--- config.mk ---
export PLATFORM = sky130hd
export DESIGN_NAME = id3v2_text_frame_extractor_flat
export DESIGN_NICKNAME = d
export VERILOG_FILES = /design/src/sv/id3tfe_pkg.sv /design/src/sv/id3tfe_if.sv /design/src/sv/id3tfe_front.sv /design/src/sv/id3tfe_queue.sv /design/src/sv/id3tfe_back.sv /design/src/sv/id3v2_text_frame_extractor.sv /design/src/flat_wrapper.sv
export SDC_FILE = /design/constraint.sdc
export NUM_CORES = 1
export LEC_CHECK = 0
export ABC_CLOCK_PERIOD_IN_PS = 9300
export BUFFER_PORTS_ARGS = -buffer_cell sky130_fd_sc_hd__buf_2
export CORE_MARGIN = 2
export CORE_UTILIZATION = 50
export CTS_BUF_LIST = sky130_fd_sc_hd__clkbuf_8
export DETAILED_ROUTE_END_ITERATION = 12
export GPL_ROUTABILITY_DRIVEN = 0
export HOLD_SLACK_MARGIN = 0.15
export MAX_ROUTING_LAYER = met4
export PLACE_DENSITY = 0.76
export SLEW_MARGIN = 5
export SYNTH_ARGS = -nofsm -noshare
export SYNTH_HDL_FRONTEND = slang
export SYNTH_SLANG_ARGS = --single-unit
--- constraint.sdc ---
create_clock -name clk -period 9.3 [get_ports clk]
set_clock_uncertainty 0.2 [all_clocks]
set_input_delay 1.395 -clock clk [delete_from_list [all_inputs] [get_ports clk]]
set_output_delay 1.395 -clock clk [all_outputs]
set_load 0.01 [all_outputs]
--- src/sv/id3tfe_pkg.sv ---
// Shared types, constants and UTF-8 helpers for the ID3v2 text frame extractor.
// Used by every module of the block; depends on nothing.
`default_nettype none
package id3tfe_pkg;

  localparam int TEXT_SIZE_DEF     = 256;
  localparam int MAX_TAG_BYTES_DEF = 262144;
  localparam int QUEUE_DEPTH       = 4;

  localparam logic [31:0] ID_TIT2 = 32'h54495432;
  localparam logic [31:0] ID_TPE1 = 32'h54504531;
  localparam logic [31:0] ID_TALB = 32'h54414c42;

  localparam logic [1:0] FIELD_TITLE  = 2'd0;
  localparam logic [1:0] FIELD_ARTIST = 2'd1;
  localparam logic [1:0] FIELD_ALBUM  = 2'd2;

  localparam logic [7:0] ENC_LATIN1   = 8'd0;
  localparam logic [7:0] ENC_UTF16    = 8'd1;
  localparam logic [7:0] ENC_UTF16_BE = 8'd2;
  localparam logic [7:0] ENC_UTF8     = 8'd3;

  localparam logic [0:0] KIND_CLEAR  = 1'b0;
  localparam logic [0:0] KIND_APPEND = 1'b1;

  localparam logic [0:0] REG_TAG_LENGTH  = 1'b0;
  localparam logic [0:0] REG_TAG_VERSION = 1'b1;

  // Work for the back end: a clear, or up to two characters of one field.
  typedef struct packed {
    logic        clr;
    logic [1:0]  field;
    logic        a_v;
    logic        a_raw;
    logic [20:0] a_cp;
    logic        b_v;
    logic [20:0] b_cp;
  } job_t;

  function automatic logic [2:0] utf8_count(input logic [20:0] cp);
    logic [2:0] n;
    if (cp <= 21'h7f) n = 3'd1;
    else if (cp <= 21'h7ff) n = 3'd2;
    else if (cp <= 21'hffff) n = 3'd3;
    else n = 3'd4;
    return n;
  endfunction

  function automatic logic [7:0] utf8_byte(input logic [20:0] cp, input logic [2:0] n,
                                           input logic [1:0] idx);
    logic [7:0] r;
    r = 8'h80 | {2'b00, cp[5:0]};
    case (n)
      3'd1: r = cp[7:0];
      3'd2: if (idx == 2'd0) r = 8'hc0 | {3'b000, cp[10:6]};
      3'd3: begin
        if (idx == 2'd0) r = 8'he0 | {4'b0000, cp[15:12]};
        else if (idx == 2'd1) r = 8'h80 | {2'b00, cp[11:6]};
      end
      default: begin
        if (idx == 2'd0) r = 8'hf0 | {5'b00000, cp[20:18]};
        else if (idx == 2'd1) r = 8'h80 | {2'b00, cp[17:12]};
        else if (idx == 2'd2) r = 8'h80 | {2'b00, cp[11:6]};
      end
    endcase
    return r;
  endfunction

endpackage
`default_nettype wire

--- src/sv/id3tfe_if.sv ---
// Valid/ready channel interfaces for tag bytes in and text items out.
// Stand-alone; used by the top level.
`default_nettype none
interface id3tfe_in_if;
  logic       valid;
  logic       ready;
  logic [7:0] tag_byte;
  modport source (output valid, output tag_byte, input ready);
  modport sink (input valid, input tag_byte, output ready);
endinterface

interface id3tfe_out_if;
  logic       valid;
  logic       ready;
  logic [1:0] field_select;
  logic       item_kind;
  logic [7:0] text_byte;
  logic       last_of_run;
  modport source (output valid, output field_select, output item_kind, output text_byte,
                  output last_of_run, input ready);
  modport sink (input valid, input field_select, input item_kind, input text_byte,
                input last_of_run, output ready);
endinterface
`default_nettype wire

--- src/sv/id3tfe_front.sv ---
// Front end: frame header parsing, encoding handling, UTF-16 unit assembly
// and per-field length limiting. Emits jobs for the back end; uses id3tfe_pkg.
`default_nettype none
module id3tfe_front #(
  parameter int TEXT_SIZE     = id3tfe_pkg::TEXT_SIZE_DEF,
  parameter int MAX_TAG_BYTES = id3tfe_pkg::MAX_TAG_BYTES_DEF
) (
  input  wire                 clk,
  input  wire                 rst,
  input  wire                 accept,
  input  wire  [7:0]          tag_byte,
  input  wire  [18:0]         tag_length,
  input  wire  [2:0]          tag_version,
  output logic                push,
  output id3tfe_pkg::job_t    job
);

  localparam int LW = (TEXT_SIZE > 2) ? $clog2(TEXT_SIZE) : 1;
  localparam int SW = LW + 3;

  typedef enum logic [5:0] {
    PH_HEADER = 6'b000001,
    PH_ENC    = 6'b000010,
    PH_SINGLE = 6'b000100,
    PH_UTF16  = 6'b001000,
    PH_SKIP   = 6'b010000,
    PH_HALT   = 6'b100000
  } phase_t;

  typedef struct packed {
    logic        has_byte;
    logic [7:0]  first_byte;
    logic        first_unit;
    logic        msb_first;
    logic        has_high;
    logic [15:0] high;
  } unit_t;

  phase_t        phase, phase_next;
  logic [63:0]   hdr, hdr_next;
  logic [3:0]    hcnt, hcnt_next;
  logic [18:0]   consumed, consumed_next;
  logic [18:0]   remaining, remaining_next;
  logic [1:0]    field, field_next;
  logic          latin, latin_next;
  unit_t         unit, unit_next;
  logic [LW-1:0] lens [3];
  logic [LW-1:0] lens_next [3];

  always_comb begin
    logic [18:0] limit, c1, avail, rem_dec;
    logic        start_bad;
    logic [31:0] raw, size32;
    logic        hit;
    logic [1:0]  fsel;
    logic [15:0] u;
    logic        a_v, a_raw, b_v, ok_a, ok_b;
    logic [20:0] a_cp, b_cp;
    logic [2:0]  cnt_a, cnt_b;
    logic [SW-1:0] cur, len_a, len_b;

    phase_next     = phase;
    hdr_next       = hdr;
    hcnt_next      = hcnt;
    consumed_next  = consumed;
    remaining_next = remaining;
    field_next     = field;
    latin_next     = latin;
    unit_next      = unit;
    lens_next      = lens;
    a_v = 1'b0; a_raw = 1'b0; a_cp = '0; b_v = 1'b0; b_cp = '0;
    u = '0;

    limit     = (tag_length > 19'(MAX_TAG_BYTES)) ? '0 : tag_length;
    start_bad = ({1'b0, consumed} + 20'd10) > {1'b0, limit};
    c1        = consumed + 19'd1;
    avail     = (limit > c1) ? limit - c1 : '0;
    rem_dec   = (remaining != '0) ? remaining - 19'd1 : remaining;
    raw       = hdr[31:0];
    size32    = (tag_version == 3'd4) ?
                {4'b0, raw[30:24], raw[22:16], raw[14:8], raw[6:0]} : raw;
    hit  = 1'b1;
    fsel = id3tfe_pkg::FIELD_TITLE;
    if (hdr[63:32] == id3tfe_pkg::ID_TIT2) fsel = id3tfe_pkg::FIELD_TITLE;
    else if (hdr[63:32] == id3tfe_pkg::ID_TPE1) fsel = id3tfe_pkg::FIELD_ARTIST;
    else if (hdr[63:32] == id3tfe_pkg::ID_TALB) fsel = id3tfe_pkg::FIELD_ALBUM;
    else hit = 1'b0;

    job     = '0;
    job.clr = 1'b0;

    if (accept) begin
      if (phase == PH_HEADER) begin
        if (hcnt == 4'd0 && (start_bad || tag_byte == 8'd0)) begin
          phase_next = PH_HALT;
        end else begin
          consumed_next = c1;
          if (hcnt < 4'd8) hdr_next = {hdr[55:0], tag_byte};
          if (hcnt == 4'd9) begin
            hcnt_next = '0;
            if (size32 == '0 || size32 > {13'b0, avail}) begin
              phase_next = PH_HALT;
            end else begin
              remaining_next = size32[18:0];
              unit_next      = '0;
              if (hit && size32 > 32'd1) begin
                field_next      = fsel;
                lens_next[fsel] = '0;
                phase_next      = PH_ENC;
                job.clr         = 1'b1;
              end else begin
                phase_next = PH_SKIP;
              end
            end
          end else begin
            hcnt_next = hcnt + 4'd1;
          end
        end
      end else if (phase != PH_HALT) begin
        consumed_next  = c1;
        remaining_next = rem_dec;
        if (phase == PH_ENC) begin
          latin_next = (tag_byte == id3tfe_pkg::ENC_LATIN1);
          if (tag_byte == id3tfe_pkg::ENC_LATIN1 || tag_byte == id3tfe_pkg::ENC_UTF8) begin
            phase_next = PH_SINGLE;
          end else if (tag_byte == id3tfe_pkg::ENC_UTF16 ||
                       tag_byte == id3tfe_pkg::ENC_UTF16_BE) begin
            phase_next           = PH_UTF16;
            unit_next.first_unit = 1'b1;
            unit_next.msb_first  = (tag_byte == id3tfe_pkg::ENC_UTF16_BE);
          end else begin
            phase_next = PH_SKIP;
          end
        end else if (phase == PH_SINGLE) begin
          if (tag_byte == 8'd0) phase_next = PH_SKIP;
          else begin
            a_v   = 1'b1;
            a_raw = !latin;
            a_cp  = {13'b0, tag_byte};
          end
        end else if (phase == PH_UTF16) begin
          if (!unit.has_byte) begin
            unit_next.has_byte   = 1'b1;
            unit_next.first_byte = tag_byte;
          end else begin
            unit_next.has_byte = 1'b0;
            if (unit.first_unit && unit.first_byte == 8'hff && tag_byte == 8'hfe) begin
              unit_next.first_unit = 1'b0;
              unit_next.msb_first  = 1'b0;
            end else if (unit.first_unit && unit.first_byte == 8'hfe &&
                         tag_byte == 8'hff) begin
              unit_next.first_unit = 1'b0;
              unit_next.msb_first  = 1'b1;
            end else begin
              unit_next.first_unit = 1'b0;
              u = unit.msb_first ? {unit.first_byte, tag_byte} : {tag_byte, unit.first_byte};
              unit_next.has_high = 1'b0;
              if (unit.has_high && u >= 16'hdc00 && u <= 16'hdfff) begin
                // Surrogate pair joins into one supplementary character.
                a_v  = 1'b1;
                a_cp = 21'h10000 + {1'b0, unit.high[9:0], u[9:0]};
              end else begin
                if (unit.has_high) begin
                  a_v  = 1'b1;
                  a_cp = {5'b0, unit.high};
                end
                if (u == 16'd0) begin
                  phase_next = PH_SKIP;
                end else if (u >= 16'hd800 && u <= 16'hdbff && rem_dec >= 19'd2) begin
                  unit_next.has_high = 1'b1;
                  unit_next.high     = u;
                end else begin
                  b_v  = 1'b1;
                  b_cp = {5'b0, u};
                end
              end
            end
          end
        end
        if (rem_dec == '0) begin
          phase_next = PH_HEADER;
          unit_next  = '0;
        end
      end
    end

    // Length limit, applied in emission order.
    cnt_a = a_raw ? 3'd1 : id3tfe_pkg::utf8_count(a_cp);
    cnt_b = id3tfe_pkg::utf8_count(b_cp);
    cur   = SW'(lens[field]);
    ok_a  = a_v && ((cur + SW'(cnt_a)) < SW'(TEXT_SIZE));
    len_a = ok_a ? cur + SW'(cnt_a) : cur;
    ok_b  = b_v && ((len_a + SW'(cnt_b)) < SW'(TEXT_SIZE));
    len_b = ok_b ? len_a + SW'(cnt_b) : len_a;
    if (ok_a || ok_b) lens_next[field] = len_b[LW-1:0];

    job.field = job.clr ? field_next : field;
    job.a_v   = ok_a;
    job.a_raw = a_raw;
    job.a_cp  = a_cp;
    job.b_v   = ok_b;
    job.b_cp  = b_cp;
    push      = job.clr || ok_a || ok_b;
  end

  always_ff @(posedge clk) begin
    if (rst) begin
      phase     <= PH_HEADER;
      hdr       <= '0;
      hcnt      <= '0;
      consumed  <= '0;
      remaining <= '0;
      field     <= '0;
      latin     <= 1'b1;
      unit      <= '0;
      lens      <= '{default: '0};
    end else begin
      phase     <= phase_next;
      hdr       <= hdr_next;
      hcnt      <= hcnt_next;
      consumed  <= consumed_next;
      remaining <= remaining_next;
      field     <= field_next;
      latin     <= latin_next;
      unit      <= unit_next;
      lens      <= lens_next;
    end
  end

endmodule
`default_nettype wire

--- src/sv/id3tfe_queue.sv ---
// Short job queue between the front and back ends.
// Uses id3tfe_pkg for the job type.
`default_nettype none
module id3tfe_queue #(
  parameter int DEPTH = id3tfe_pkg::QUEUE_DEPTH
) (
  input  wire                     clk,
  input  wire                     rst,
  input  wire                     push,
  input  id3tfe_pkg::job_t        push_job,
  input  wire                     pop,
  output id3tfe_pkg::job_t        head,
  output logic                    empty,
  output logic                    full,
  output logic [$clog2(DEPTH+1)-1:0] count
);

  localparam int PW = (DEPTH > 1) ? $clog2(DEPTH) : 1;

  id3tfe_pkg::job_t slots [DEPTH];
  logic [PW-1:0] wptr, rptr;

  assign empty = (count == '0);
  assign full  = (count == ($clog2(DEPTH+1))'(DEPTH));
  assign head  = slots[rptr];

  always_ff @(posedge clk) begin
    if (push && !full) slots[wptr] <= push_job;
  end

  always_ff @(posedge clk) begin
    if (rst) begin
      wptr  <= '0;
      rptr  <= '0;
      count <= '0;
    end else begin
      if (push && !full) wptr <= (wptr == PW'(DEPTH - 1)) ? '0 : wptr + PW'(1);
      if (pop && !empty) rptr <= (rptr == PW'(DEPTH - 1)) ? '0 : rptr + PW'(1);
      count <= count + ($clog2(DEPTH+1))'(push && !full) - ($clog2(DEPTH+1))'(pop && !empty);
    end
  end

endmodule
`default_nettype wire

--- src/sv/id3tfe_back.sv ---
// Back end: expands one job into clear and UTF-8 byte items, one per cycle while ready is high.
// Uses id3tfe_pkg for the job type and the UTF-8 helpers.
`default_nettype none
module id3tfe_back (
  input  wire                 clk,
  input  wire                 rst,
  input  id3tfe_pkg::job_t    head,
  input  wire                 empty,
  output logic                pop,
  output logic                valid,
  input  wire                 ready,
  output logic [1:0]          field_select,
  output logic                item_kind,
  output logic [7:0]          text_byte,
  output logic                last_of_run
);

  typedef enum logic [2:0] {
    PART_CLR = 3'b001,
    PART_A   = 3'b010,
    PART_B   = 3'b100
  } part_t;

  id3tfe_pkg::job_t job;
  part_t            part;
  logic [1:0]       idx;
  logic             job_valid;

  logic [20:0] cp;
  logic        raw;
  logic [2:0]  cnt;
  logic        part_last, has_next, advance, done;

  always_comb begin
    cp  = (part == PART_B) ? job.b_cp : job.a_cp;
    raw = (part == PART_A) && job.a_raw;
    cnt = (part == PART_CLR || raw) ? 3'd1 : id3tfe_pkg::utf8_count(cp);
    unique case (part)
      PART_CLR: has_next = job.a_v || job.b_v;
      PART_A:   has_next = job.b_v;
      PART_B:   has_next = 1'b0;
      default:  has_next = 1'b0;
    endcase
    if (part == PART_CLR) text_byte = 8'd0;
    else if (raw) text_byte = cp[7:0];
    else text_byte = id3tfe_pkg::utf8_byte(cp, cnt, idx);
  end

  assign part_last    = (idx == 2'(cnt - 3'd1));
  assign valid        = 1'b1 & job_valid;
  assign field_select = job.field;
  assign item_kind    = (part == PART_CLR) ? id3tfe_pkg::KIND_CLEAR : id3tfe_pkg::KIND_APPEND;
  assign last_of_run  = part_last && !has_next;
  assign advance      = valid && ready;
  assign done         = advance && last_of_run;
  assign pop          = !empty && (!job_valid || done);

  always_ff @(posedge clk) begin
    if (pop) job <= head;
  end

  always_ff @(posedge clk) begin
    if (rst) begin
      job_valid <= 1'b0;
      part      <= PART_CLR;
      idx       <= '0;
    end else if (pop) begin
      job_valid <= 1'b1;
      idx       <= '0;
      part      <= head.clr ? PART_CLR : (head.a_v ? PART_A : PART_B);
    end else if (done) begin
      job_valid <= 1'b0;
    end else if (advance) begin
      if (part_last) begin
        idx  <= '0;
        part <= (part == PART_CLR && job.a_v) ? PART_A : PART_B;
      end else begin
        idx <= idx + 2'd1;
      end
    end
  end

endmodule
`default_nettype wire

--- src/sv/id3v2_text_frame_extractor.sv ---
// Top level of the ID3v2 text frame extractor: configuration registers,
// front end, job queue and back end. Uses id3tfe_pkg, id3tfe_if and submodules.
//
//  channel   dir  handshake      payload
//  in_ch     in   valid/ready    tag_byte
//  out_ch    out  valid/ready    field_select, item_kind, text_byte, last_of_run
//  cfg       in   cfg_we         cfg_index, cfg_wdata
//
// A tag byte is taken in every cycle in which the job queue has room; the
// front end handles it in that cycle and queues at most one job.
// The back end sends one output item a cycle while out_ch is ready; an input byte
// causes up to six output items, so the output port sets the rate.
// Reset is synchronous and clears all control state and the field lengths.
// Either side may stall at any time; the four-entry queue decouples them.
`default_nettype none
module id3v2_text_frame_extractor #(
  parameter int TEXT_SIZE     = id3tfe_pkg::TEXT_SIZE_DEF,
  parameter int MAX_TAG_BYTES = id3tfe_pkg::MAX_TAG_BYTES_DEF
) (
  input  wire                 clk,
  input  wire                 rst,
  input  wire                 cfg_we,
  input  wire  [0:0]          cfg_index,
  input  wire  [18:0]         cfg_wdata,
  id3tfe_in_if.sink           in_ch,
  id3tfe_out_if.source        out_ch
);

  localparam int QD = id3tfe_pkg::QUEUE_DEPTH;

  logic [18:0] tag_length;
  logic [2:0]  tag_version;

  always_ff @(posedge clk) begin
    if (rst) begin
      tag_length  <= '0;
      tag_version <= 3'd3;
    end else if (cfg_we) begin
      if (cfg_index == id3tfe_pkg::REG_TAG_LENGTH) tag_length <= cfg_wdata;
      else tag_version <= cfg_wdata[2:0];
    end
  end

  id3tfe_pkg::job_t        fjob, head;
  logic                    push, pop, empty, full;
  logic [$clog2(QD+1)-1:0] count;

  assign in_ch.ready = !full;

  id3tfe_front #(.TEXT_SIZE(TEXT_SIZE), .MAX_TAG_BYTES(MAX_TAG_BYTES)) u_front (
    .clk(clk), .rst(rst), .accept(in_ch.valid && in_ch.ready), .tag_byte(in_ch.tag_byte),
    .tag_length(tag_length), .tag_version(tag_version), .push(push), .job(fjob)
  );

  id3tfe_queue #(.DEPTH(QD)) u_queue (
    .clk(clk), .rst(rst), .push(push), .push_job(fjob), .pop(pop), .head(head),
    .empty(empty), .full(full), .count(count)
  );

  id3tfe_back u_back (
    .clk(clk), .rst(rst), .head(head), .empty(empty), .pop(pop),
    .valid(out_ch.valid), .ready(out_ch.ready), .field_select(out_ch.field_select),
    .item_kind(out_ch.item_kind), .text_byte(out_ch.text_byte),
    .last_of_run(out_ch.last_of_run)
  );

`ifndef SYNTHESIS
  a_count_bound: assert property (@(posedge clk) disable iff (rst)
    count <= ($clog2(QD+1))'(QD)) else $error("job queue count exceeds depth");
  a_clear_zero: assert property (@(posedge clk) disable iff (rst)
    out_ch.valid && out_ch.item_kind == id3tfe_pkg::KIND_CLEAR |->
      out_ch.text_byte == 8'd0 && out_ch.last_of_run) else $error("bad clear item");
  a_pop_fills: assert property (@(posedge clk) disable iff (rst)
    pop |=> out_ch.valid) else $error("popped job not presented");
`endif

endmodule
`default_nettype wire

--- src/flat_wrapper.sv ---
// flat-port wrapper written by rule: the top's interface ports become plain ports
module id3v2_text_frame_extractor_flat 
#(
  parameter int TEXT_SIZE     = id3tfe_pkg::TEXT_SIZE_DEF,
  parameter int MAX_TAG_BYTES = id3tfe_pkg::MAX_TAG_BYTES_DEF
)
  (clk, rst, cfg_we, cfg_index, cfg_wdata, in_ch_valid, in_ch_tag_byte, in_ch_ready, out_ch_valid, out_ch_field_select, out_ch_item_kind, out_ch_text_byte, out_ch_last_of_run, out_ch_ready);
  id3tfe_in_if in_ch_i ();
  id3tfe_out_if out_ch_i ();
  input  wire clk;
  input  wire rst;
  input  wire cfg_we;
  input  wire  [0:0] cfg_index;
  input  wire  [18:0] cfg_wdata;
  input wire logic [$bits(in_ch_i.valid)-1:0] in_ch_valid;
  input wire logic [$bits(in_ch_i.tag_byte)-1:0] in_ch_tag_byte;
  output wire logic [$bits(in_ch_i.ready)-1:0] in_ch_ready;
  output wire logic [$bits(out_ch_i.valid)-1:0] out_ch_valid;
  output wire logic [$bits(out_ch_i.field_select)-1:0] out_ch_field_select;
  output wire logic [$bits(out_ch_i.item_kind)-1:0] out_ch_item_kind;
  output wire logic [$bits(out_ch_i.text_byte)-1:0] out_ch_text_byte;
  output wire logic [$bits(out_ch_i.last_of_run)-1:0] out_ch_last_of_run;
  input wire logic [$bits(out_ch_i.ready)-1:0] out_ch_ready;
  assign in_ch_i.valid = in_ch_valid;
  assign in_ch_i.tag_byte = in_ch_tag_byte;
  assign in_ch_ready = in_ch_i.ready;
  assign out_ch_valid = out_ch_i.valid;
  assign out_ch_field_select = out_ch_i.field_select;
  assign out_ch_item_kind = out_ch_i.item_kind;
  assign out_ch_text_byte = out_ch_i.text_byte;
  assign out_ch_last_of_run = out_ch_i.last_of_run;
  assign out_ch_i.ready = out_ch_ready;
  id3v2_text_frame_extractor #(.TEXT_SIZE(TEXT_SIZE), .MAX_TAG_BYTES(MAX_TAG_BYTES)) u_core (.clk(clk), .rst(rst), .cfg_we(cfg_we), .cfg_index(cfg_index), .cfg_wdata(cfg_wdata), .in_ch(in_ch_i), .out_ch(out_ch_i));
endmodule
==> summary.md, run 1 <==
Net switching is 39.04% of the power. The number of DRC violations after detailed-routing iteration 0 came out at 1819. The setup path with the least slack is of type input port to register.

Counting flops with a built-in enable in the synthesized netlist gives 214. Fill cells in the final layout number 3815. Per report_power, the sequential group accounts for 34.5% of the total. After clock tree synthesis, the clock-pin slew on the worst setup and hold paths is 0.06 ns. Cell internal power was estimated by the tool at 3766 uW. Dividing the detail-routed via count by the number of cells gives 6.062. The H-tree generated during clock tree synthesis spans 3 levels. Post-CTS timing repair inserted 0 buffers for setup. In this run the tightest slew margin relative to its limit is 20.84%. The clock network fraction of total power is 26.6%. The library cell contributing the largest single delay on the critical path was sky130_fd_sc_hd__or4_1.

The run finished with clean final reports. For the number of distinct library cells after synthesis, the log shows 92. The tree is rooted in a sky130_fd_sc_hd__clkbuf_8.

For this run, asynchronously set or reset flops after synthesis account for 0%. The path class of the tightest hold or removal check is register to register. The latest clock arrival within the worst-skew pair was 0.62 ns. sky130_fd_sc_hd__edfxtp_1 takes more of the synthesized area than any other cell. The run gives 2269 as the post-synthesis instance total. 47 I/O pins were placed. Wires add up to 54.83 mm.

At the end of the flow, the number of nets in the layout was 2400. Across the run, the number of max-cap violations was 0. The tools report the net count after synthesis as 2387. For the share of synthesized area occupied by flip-flops and latches, the log shows 47.15%.

The final max-slew violation count is 0, and the detailed-placement wirelength estimate is 38.51 mm. The number of cells in the finished layout apart from fillers came out at 2933. The number of buffers and inverters on the critical path was 5.

After layout, the worst path uses 88.35% of the clock period. The first global-routing pass estimated 88.91 mm of wire. The total global routing overflow was 0. Timing would allow up to 121.7 MHz.

The number of I/O port buffers was 46; the data arrival time of the critical path was 8.47 ns. The total CTS buffers was 71; the total setup violations reported at the end of the flow was 0. Yosys attributes the largest share of cell area to sky130_fd_sc_hd__edfxtp_1 (29%), sky130_fd_sc_hd__dfxtp_1 (18%), sky130_fd_sc_hd__nand2_1 (5.2%). The number of antenna violations at the first check in global routing was 6.

The clock drives 418 sinks. Die outline width: 215.1 um. Setup repair after global routing left no endpoint under its margin. The quantity of hold-fixing buffers added after cts was 0; the number of global-route vias before repair was 17020. The delay of the slowest cell on the worst path was 0.61 ns; the power per standard cell area was 253.4 mW/mm2. The kind of end point of the critical path was a register. The run gives 24.26% as the combined global-route utilization of all metal layers. The relative area change from synthesis to final layout was 9.374%. The worst endpoint required time was 9.56 ns. Highest ir drop seen on vdd: 0.4503 mV. In this run the core area contains 77 standard-cell rows. After detailed routing, the number of remaining DRC violations is 0. The tools report the proportion of power drawn by combinational gates as 38.9%. The Yosys step of the flow raised 0 warnings. The routed layout has 17780 vias.

The mapped netlist covers 0.02229 mm2. Among all flip-flop cells after synthesis, the most frequent one is sky130_fd_sc_hd__edfxtp_1. The placed instance count is 2801, and the mean cell area of the mapped netlist is 9.824 um2.

Initial core utilization: 50.52%. Entering global routing, the biggest net connects 93 pins. Synthesis inferred 418 register bits. The die is 215.1 um tall. For flop-to-flop paths, the worst setup slack is 1.23 ns. At the pin with the least slew margin, the transition time is 1.185 ns. TritonCTS built the clock tree. Among cell families on the critical path, the largest total delay comes from simple AND/OR/NAND/NOR gates.

Net switching power: 2412 uW. The total area inside the core boundary comes to 0.04412 mm2. The die covers 0.04629 mm2.

The layout cell share with drive strength beyond 1 is 12.17%. The total negative slack for setup checks was 0 ns; the post-route minimum period was 8.216 ns. The logs give 3 for the maximum count of clock buffers along a single path and 0 for the number of nets with antenna violations after routing. The total count of hold-check failures in the final report is 0. The detail-routed net length per standard cell was 18.70 um; the static leakage power was 0.008009 uW.

For the number of gates given a new drive strength after cts, the log shows 0. The share of Yosys cell area claimed by the top area cell type is 28.83%. The tools report the startpoint type of the worst setup path as an input port. In this run the worst path has a maximum fanout of 13. For this run, the detailed router's first-pass iteration total came to 6.
worst paths after layout:
| kind | end | from | cells past startpoint |
|---|---|---|---|
| setup / recovery | u_core.u_queue.count[2]$_SDFF_PP0_ | in_ch_tag_byte[4] | 33 |
| hold / removal | u_core.u_front.hdr[61]$_SDFFE_PP0P_ | u_core.u_front.hdr[61]$_SDFFE_PP0P_ | 2 |
| setup reg to reg | u_core.u_queue.count[2]$_SDFF_PP0_ | u_core.tag_length[18]$_SDFFE_PP0P_ | 31 |
| hold reg to reg | u_core.u_front.hdr[61]$_SDFFE_PP0P_ | u_core.u_front.hdr[61]$_SDFFE_PP0P_ | 2 |
state kept, by name, summed over array words and instances, names as in the netlist, 6 cells and up, named ones only:
register	cells
u_core.u_front.lens	24
u_core.u_queue.slots	172
u_core.u_front.remaining	19
u_core.u_front.unit	28
u_core.u_front.phase	6
u_core.u_back.job	40
u_core.u_front.consumed	19
u_core.u_front.hdr	64
u_core.tag_length	19
synthesized netlist by cell type (all sizes together) (6+ instances only):
| cell | count |
|---|---|
| xnor2 | 54 |
| dfxtp | 204 |
| nor4b | 6 |
| o211ai | 18 |
| nand2b | 41 |
| xor2 | 21 |
| a211oi | 39 |
| o21a | 6 |
| nor3 | 35 |
| inv | 63 |
| and3 | 20 |
| a2111oi | 8 |
| clkbuf | 99 |
| or4 | 15 |
| ha | 81 |
| a21oi | 211 |
| o21ai | 85 |
| nor3b | 12 |
| a31oi | 26 |
| a211o | 7 |
| nor4 | 37 |
| nand3b | 7 |
| a311oi | 8 |
| mux2i | 63 |
| mux4 | 43 |
| mux2 | 20 |
| a21o | 21 |
| or3 | 16 |
| buf | 33 |
| or2 | 11 |
| a22oi | 11 |
| nand3 | 85 |
| and2 | 16 |
| edfxtp | 214 |
| nor2 | 187 |
| nor2b | 25 |
| nand4 | 31 |
| nand2 | 309 |
cell families (layout without fill, tap and decap cells):
group                      count (synthesis)  in the layout  share of synthesized area, %
AOI/OAI and AO/OA                        496            496                         14.17
xor gates and xnor gates                  75             75                         2.947
adders and majority gates                 85             85                         4.906
buffers and inverters                    196            261                         3.547
DFF                                      418            418                         47.15
muxes                                    126            126                         8.200
other                                      1              8                       0.01682
and+or+nand+nor                          872            872                         19.06
area by class of cell:
cell class | count | area (um2) | area share [%]
Antenna cell | 7 | 17.52 | 0.07185
Clock buffer | 81 | 1115 | 4.573
Clock inverter | 44 | 295.3 | 1.211
Inverter | 64 | 240.2 | 0.9853
Multi-Input combinational cell | 1655 | 11030 | 45.23
Sequential cell | 418 | 10510 | 43.12
Tap cell | 592 | 740.7 | 3.038
Timing Repair Buffer | 72 | 431.7 | 1.771
worst register-to-register path, delay by kind of cell (launching register included):
kind	cells	cell delay, ns
AO/OA/AOI/OAI	10	2.56
XOR/XNOR	1	0.16
adder cells (fa/ha/maj)	5	1.47
buffers and inverters	2	0.14
flip-flops	1	0.50
AND/OR/NAND/NOR	13	2.89
power by group through the flow:
| stage | clock network, uW | logic [uW] | registers, uW |
|---|---|---|---|
| finish | 1640 | 2400 | 2130 |
| detailed placement | 0 | 2350 | 2170 |
| CTS | 1680 | 2360 | 2130 |
| global placement | 0 | 2310 | 2160 |
| global route | 1760 | 2620 | 2140 |
| floorplan | 0 | 1810 | 2130 |
routing by layer:
layer / track usage (%) / wire [um] / vias to the layer above
met1: 30.52 / 23280 / 8518
li1: - / - / 8389
met3: 4.119 / 3743 / 142
met4: 10.23 / 1919 / 0
met5: - / 0 / -
met2: 38.85 / 25890 / 730
metrics by stage:
stage               util [%]  hold WS, ns  area, um2  power [uW]  setup WS [ns]
floorplan                  -       0.2315      22290        3941          1.114
global placement       52.02       0.2400      22950        4475         0.8726
detailed placement     52.02       0.2469      22950        4515         0.5453
CTS                    55.21       0.2589      24360        6165          1.175
global route           55.25       0.2753      24380        6527         0.4607
finish                 55.25       0.2556      24380        6178          1.084
cell usage in the layout (no fill, tap or decap), types with 20 or more instances in the layout:
master,instances
sky130_fd_sc_hd__nor4_1,32
sky130_fd_sc_hd__inv_1,88
sky130_fd_sc_hd__nand2_1,309
sky130_fd_sc_hd__mux4_2,43
sky130_fd_sc_hd__nor2b_1,24
sky130_fd_sc_hd__nand3_1,85
sky130_fd_sc_hd__nand2b_1,41
sky130_fd_sc_hd__a211oi_1,36
sky130_fd_sc_hd__nor3_1,32
sky130_fd_sc_hd__a21oi_1,211
sky130_fd_sc_hd__and3_1,20
sky130_fd_sc_hd__xor2_1,21
sky130_fd_sc_hd__buf_2,45
sky130_fd_sc_hd__nor2_1,186
sky130_fd_sc_hd__nand4_1,31
sky130_fd_sc_hd__ha_1,81
sky130_fd_sc_hd__edfxtp_1,214
sky130_fd_sc_hd__mux2i_1,63
sky130_fd_sc_hd__buf_4,26
sky130_fd_sc_hd__a21o_1,21
sky130_fd_sc_hd__a31oi_1,25
sky130_fd_sc_hd__xnor2_1,54
sky130_fd_sc_hd__o21ai_0,83
sky130_fd_sc_hd__clkbuf_8,81
sky130_fd_sc_hd__dfxtp_1,202
No activity file was read; power rests on OpenSTA's default activity.
==> run 2, diff against run 1 <==
--- a/config.mk
+++ b/config.mk
@@ -14,7 +14,7 @@
 export GPL_ROUTABILITY_DRIVEN = 0
 export HOLD_SLACK_MARGIN = 0.15
 export MAX_ROUTING_LAYER = met4
-export PLACE_DENSITY = 0.76
+export PLACE_DENSITY = 0.66
 export SLEW_MARGIN = 5
 export SYNTH_ARGS = -nofsm -noshare
 export SYNTH_HDL_FRONTEND = slang
==> run 2 against run 1 <==
Register-to-register slack better by 0.02 ns. Wire length up 4.4%. Combinational power is essentially flat. Sequential share of layout area hardly changed. Via count is 0.65% lower. Fmax fell by 3.1%. Die area unchanged. Largest cell class unchanged. Final area decreased by 0.11%. Core utilization fell by 0.062 points.
==> summary.md, run 2 (same netlist as run 1, synthesis figures left out) <==
Top library cells by usage in the layout, fill and taps aside: sky130_fd_sc_hd__nand2_1 (309), sky130_fd_sc_hd__edfxtp_1 (214), sky130_fd_sc_hd__a21oi_1 (211) (unchanged). Worst relative slew slack: 20.01% (was 20.84%). The maximum count of clock buffers along a single path is 3 (unchanged), and the standard-cell row count is 77 (unchanged). The total DRC errors in the routed layout was 0 (unchanged); the static leakage power was 0.007977 uW (was 0.008009 uW). The flow ran to the end, and the final reports show no timing, DRC or antenna violations.

The logs give 57.23 mm (was 54.83 mm) for the sum of routed wire length over all layers and 25.63% (was 24.26%) for the combined global-route utilization of all metal layers. The number of gates given a new drive strength after cts was 0 (unchanged). The die outline width was 215.1 um (unchanged). The run gives 0 (unchanged) as the total setup violations reported at the end of the flow. The maximum number of pins on one net before global-route repair is 96 (was 93).

The library cell contributing the largest single delay on the critical path is sky130_fd_sc_hd__or4_1 (unchanged). The tools report the clock root buffer master as sky130_fd_sc_hd__clkbuf_8 (unchanged). The tools report the final design instance area without fill as 0.02435 mm2 (was 0.02438 mm2). Setup repair after global routing left no endpoint under its margin. The number of buffers inserted by post-CTS setup repair is 0 (unchanged).

The startpoint type of the worst setup path was an input port (unchanged). The total cell area at the placement stage is 0.02297 mm2 (was 0.02295 mm2). The total CTS buffers is 71 (unchanged).

The run gives 0.04629 mm2 (unchanged) as the die area. The maximum operating frequency was 117.9 MHz (was 121.7 MHz). The number of I/O port buffers came out at 46 (unchanged).

The initial core utilization is 50.52% (unchanged), and the quantity of hold-fixing buffers added after cts is 0 (unchanged). The number of max-capacitance violations reported is 0 (unchanged), and the top fanout value on the critical path is 13 (unchanged). The number of DRC violations after detailed-routing iteration 0 was 1691 (was 1819); the post-route minimum period was 8.480 ns (was 8.216 ns). The flip-flop count of the largest register, all copies and words added came out at 172 (unchanged). The pin slew with the least headroom to its limit came out at 1.195 ns (was 1.185 ns). The most common library cell in the layout ignoring fill and taps was sky130_fd_sc_hd__nand2_1 (unchanged).

The die boundary height was 215.1 um (unchanged). The I/O pin count was 47 (unchanged); the clock-pin slew of the registers on the worst-case setup and hold paths was 0.06 ns (about the same). The via density per instance is 6.027 (was 6.062), and the layout cell share with drive strength beyond 1 is 12.34% (was 12.17%). The first-pass iteration count of the detailed router was 8 (was 6). The tools report the final max-slew violation count as 0 (unchanged).

The relative area change from synthesis to final layout came out at 9.250% (was 9.374%). The logs give 9.63 ns (was 9.56 ns) for the worst endpoint required time and 0 (unchanged) for the total global routing overflow. For the number of nets with antenna violations after routing, the log shows 0 (unchanged). Registers with the most flip-flops: u_core.u_queue.slots: 172 flops, u_core.u_front.hdr: 64 flops, u_core.u_back.job: 40 flops (unchanged).

The area of the core region was 0.04412 mm2 (unchanged); the number of antenna violations at the first check in global routing was 5 (was 6). The run gives 0.67 ns (was 0.62 ns) as the latest clock arrival within the worst-skew pair. The detailed-placement wirelength estimate came out at 39.91 mm (was 38.51 mm). The logs give 0 (unchanged) for the total count of hold-check failures in the final report and 92.63 mm (was 88.91 mm) for the first-pass GRT wire length. The data arrival time of the critical path is 8.81 ns (was 8.47 ns). The fraction of the cycle the final worst path needs was 91.18% (was 88.35%); the final net count was 2401 (was 2400). The kind of critical path was input port to register (unchanged). Power per standard cell area: 253.3 mW/mm2 (was 253.4 mW/mm2).

The total number of vias was 17660 (was 17780). The count of H-tree levels built during CTS is 3 (unchanged), and the total negative slack for setup checks is 0 ns (unchanged). Register with the most flip-flops: u_core.u_queue.slots (unchanged). Highest ir drop seen on vdd: 0.3023 mV (was 0.4503 mV). The run gives 418 (unchanged) as the number of sinks driven by the clock tree. The number of global-route vias before repair came out at 17220 (was 17020). The kind of end point of the critical path was a register (unchanged). The path class of the lowest-slack min-delay path was register to register (unchanged). TritonCTS built the clock tree. The detail-routed net length per standard cell works out to 19.53 um (was 18.70 um). The delay of the slowest cell on the worst path is 0.62 ns (was 0.61 ns).
[run 2: cell types whose count changed in the layout (fill, tap and decap cells not counted), moves of 2 or more]
cell	change
sky130_fd_sc_hd__clkinv_2	+5
sky130_fd_sc_hd__diode_2	-2
sky130_fd_sc_hd__inv_1	-6
sky130_fd_sc_hd__clkinv_1	+2
sky130_fd_sc_hd__clkbuf_8	-4
[run 2: stage by stage]
step                      hold WS (ns)  worst slack [ns]  total power (uW)  utilization, %  cells
after floorplan                 0.2315             1.114              3941               -   2269
after global placement          0.2430            0.6298              4517           52.06   2802
after detailed placement        0.2446            0.3351              4548           52.06   2802
after CTS                       0.2543             1.026              6169           55.16   2926
after global routing            0.2705            0.1932              6530           55.19   2931
final                           0.2525            0.8200              6169           55.19   2931
[run 2: critical path, delay by kind of cell]
kind / cells / cell delay (ns)
adders and majority gates: 6 / 1.60
buffers and inverters: 5 / 0.60
xor gates and xnor gates: 1 / 0.16
AOI/OAI and AO/OA: 7 / 1.81
and+or+nand+nor: 14 / 3.21
[run 2: path summary, 6_finish.rpt]
| kind | start | end | slack, ns | cells past startpoint |
|---|---|---|---|---|
| min reg2reg | u_core.u_front.hdr[60]$_SDFFE_PP0P_ | u_core.u_front.hdr[60]$_SDFFE_PP0P_ | 0.25 | 2 |
| min | u_core.u_front.hdr[60]$_SDFFE_PP0P_ | u_core.u_front.hdr[60]$_SDFFE_PP0P_ | 0.25 | 2 |
| max reg2reg | u_core.tag_length[18]$_SDFFE_PP0P_ | u_core.u_queue.count[2]$_SDFF_PP0_ | 1.25 | 32 |
| max | in_ch_tag_byte[3] | u_core.u_queue.count[2]$_SDFF_PP0_ | 0.82 | 33 |
[run 2: routing by layer]
metal	track usage [%]	routed length, um	vias to the layer above
met3	4.713	3072	114
met5	-	0	-
li1	-	-	8373
met1	31.96	24950	8626
met2	42.17	27660	551
met4	8.483	1548	0
[run 2: final cells by class]
type	count	area, um2
fill	4053	19770
multi-input combinational	1655	11030
sequential	418	10510
clock buffer	77	1060
tap	592	740.7
timing repair buffer	73	451.7
clock inverter	47	307.8
inverter	64	240.2
antenna	5	12.51
[run 2: power breakdown]
| group | internal, uW | switching [uW] |
|---|---|---|
| combinational | 828 | 1600 |
| clock | 853 | 758 |
| sequential | 2030 | 103 |
| total | 3710 | 2460 |
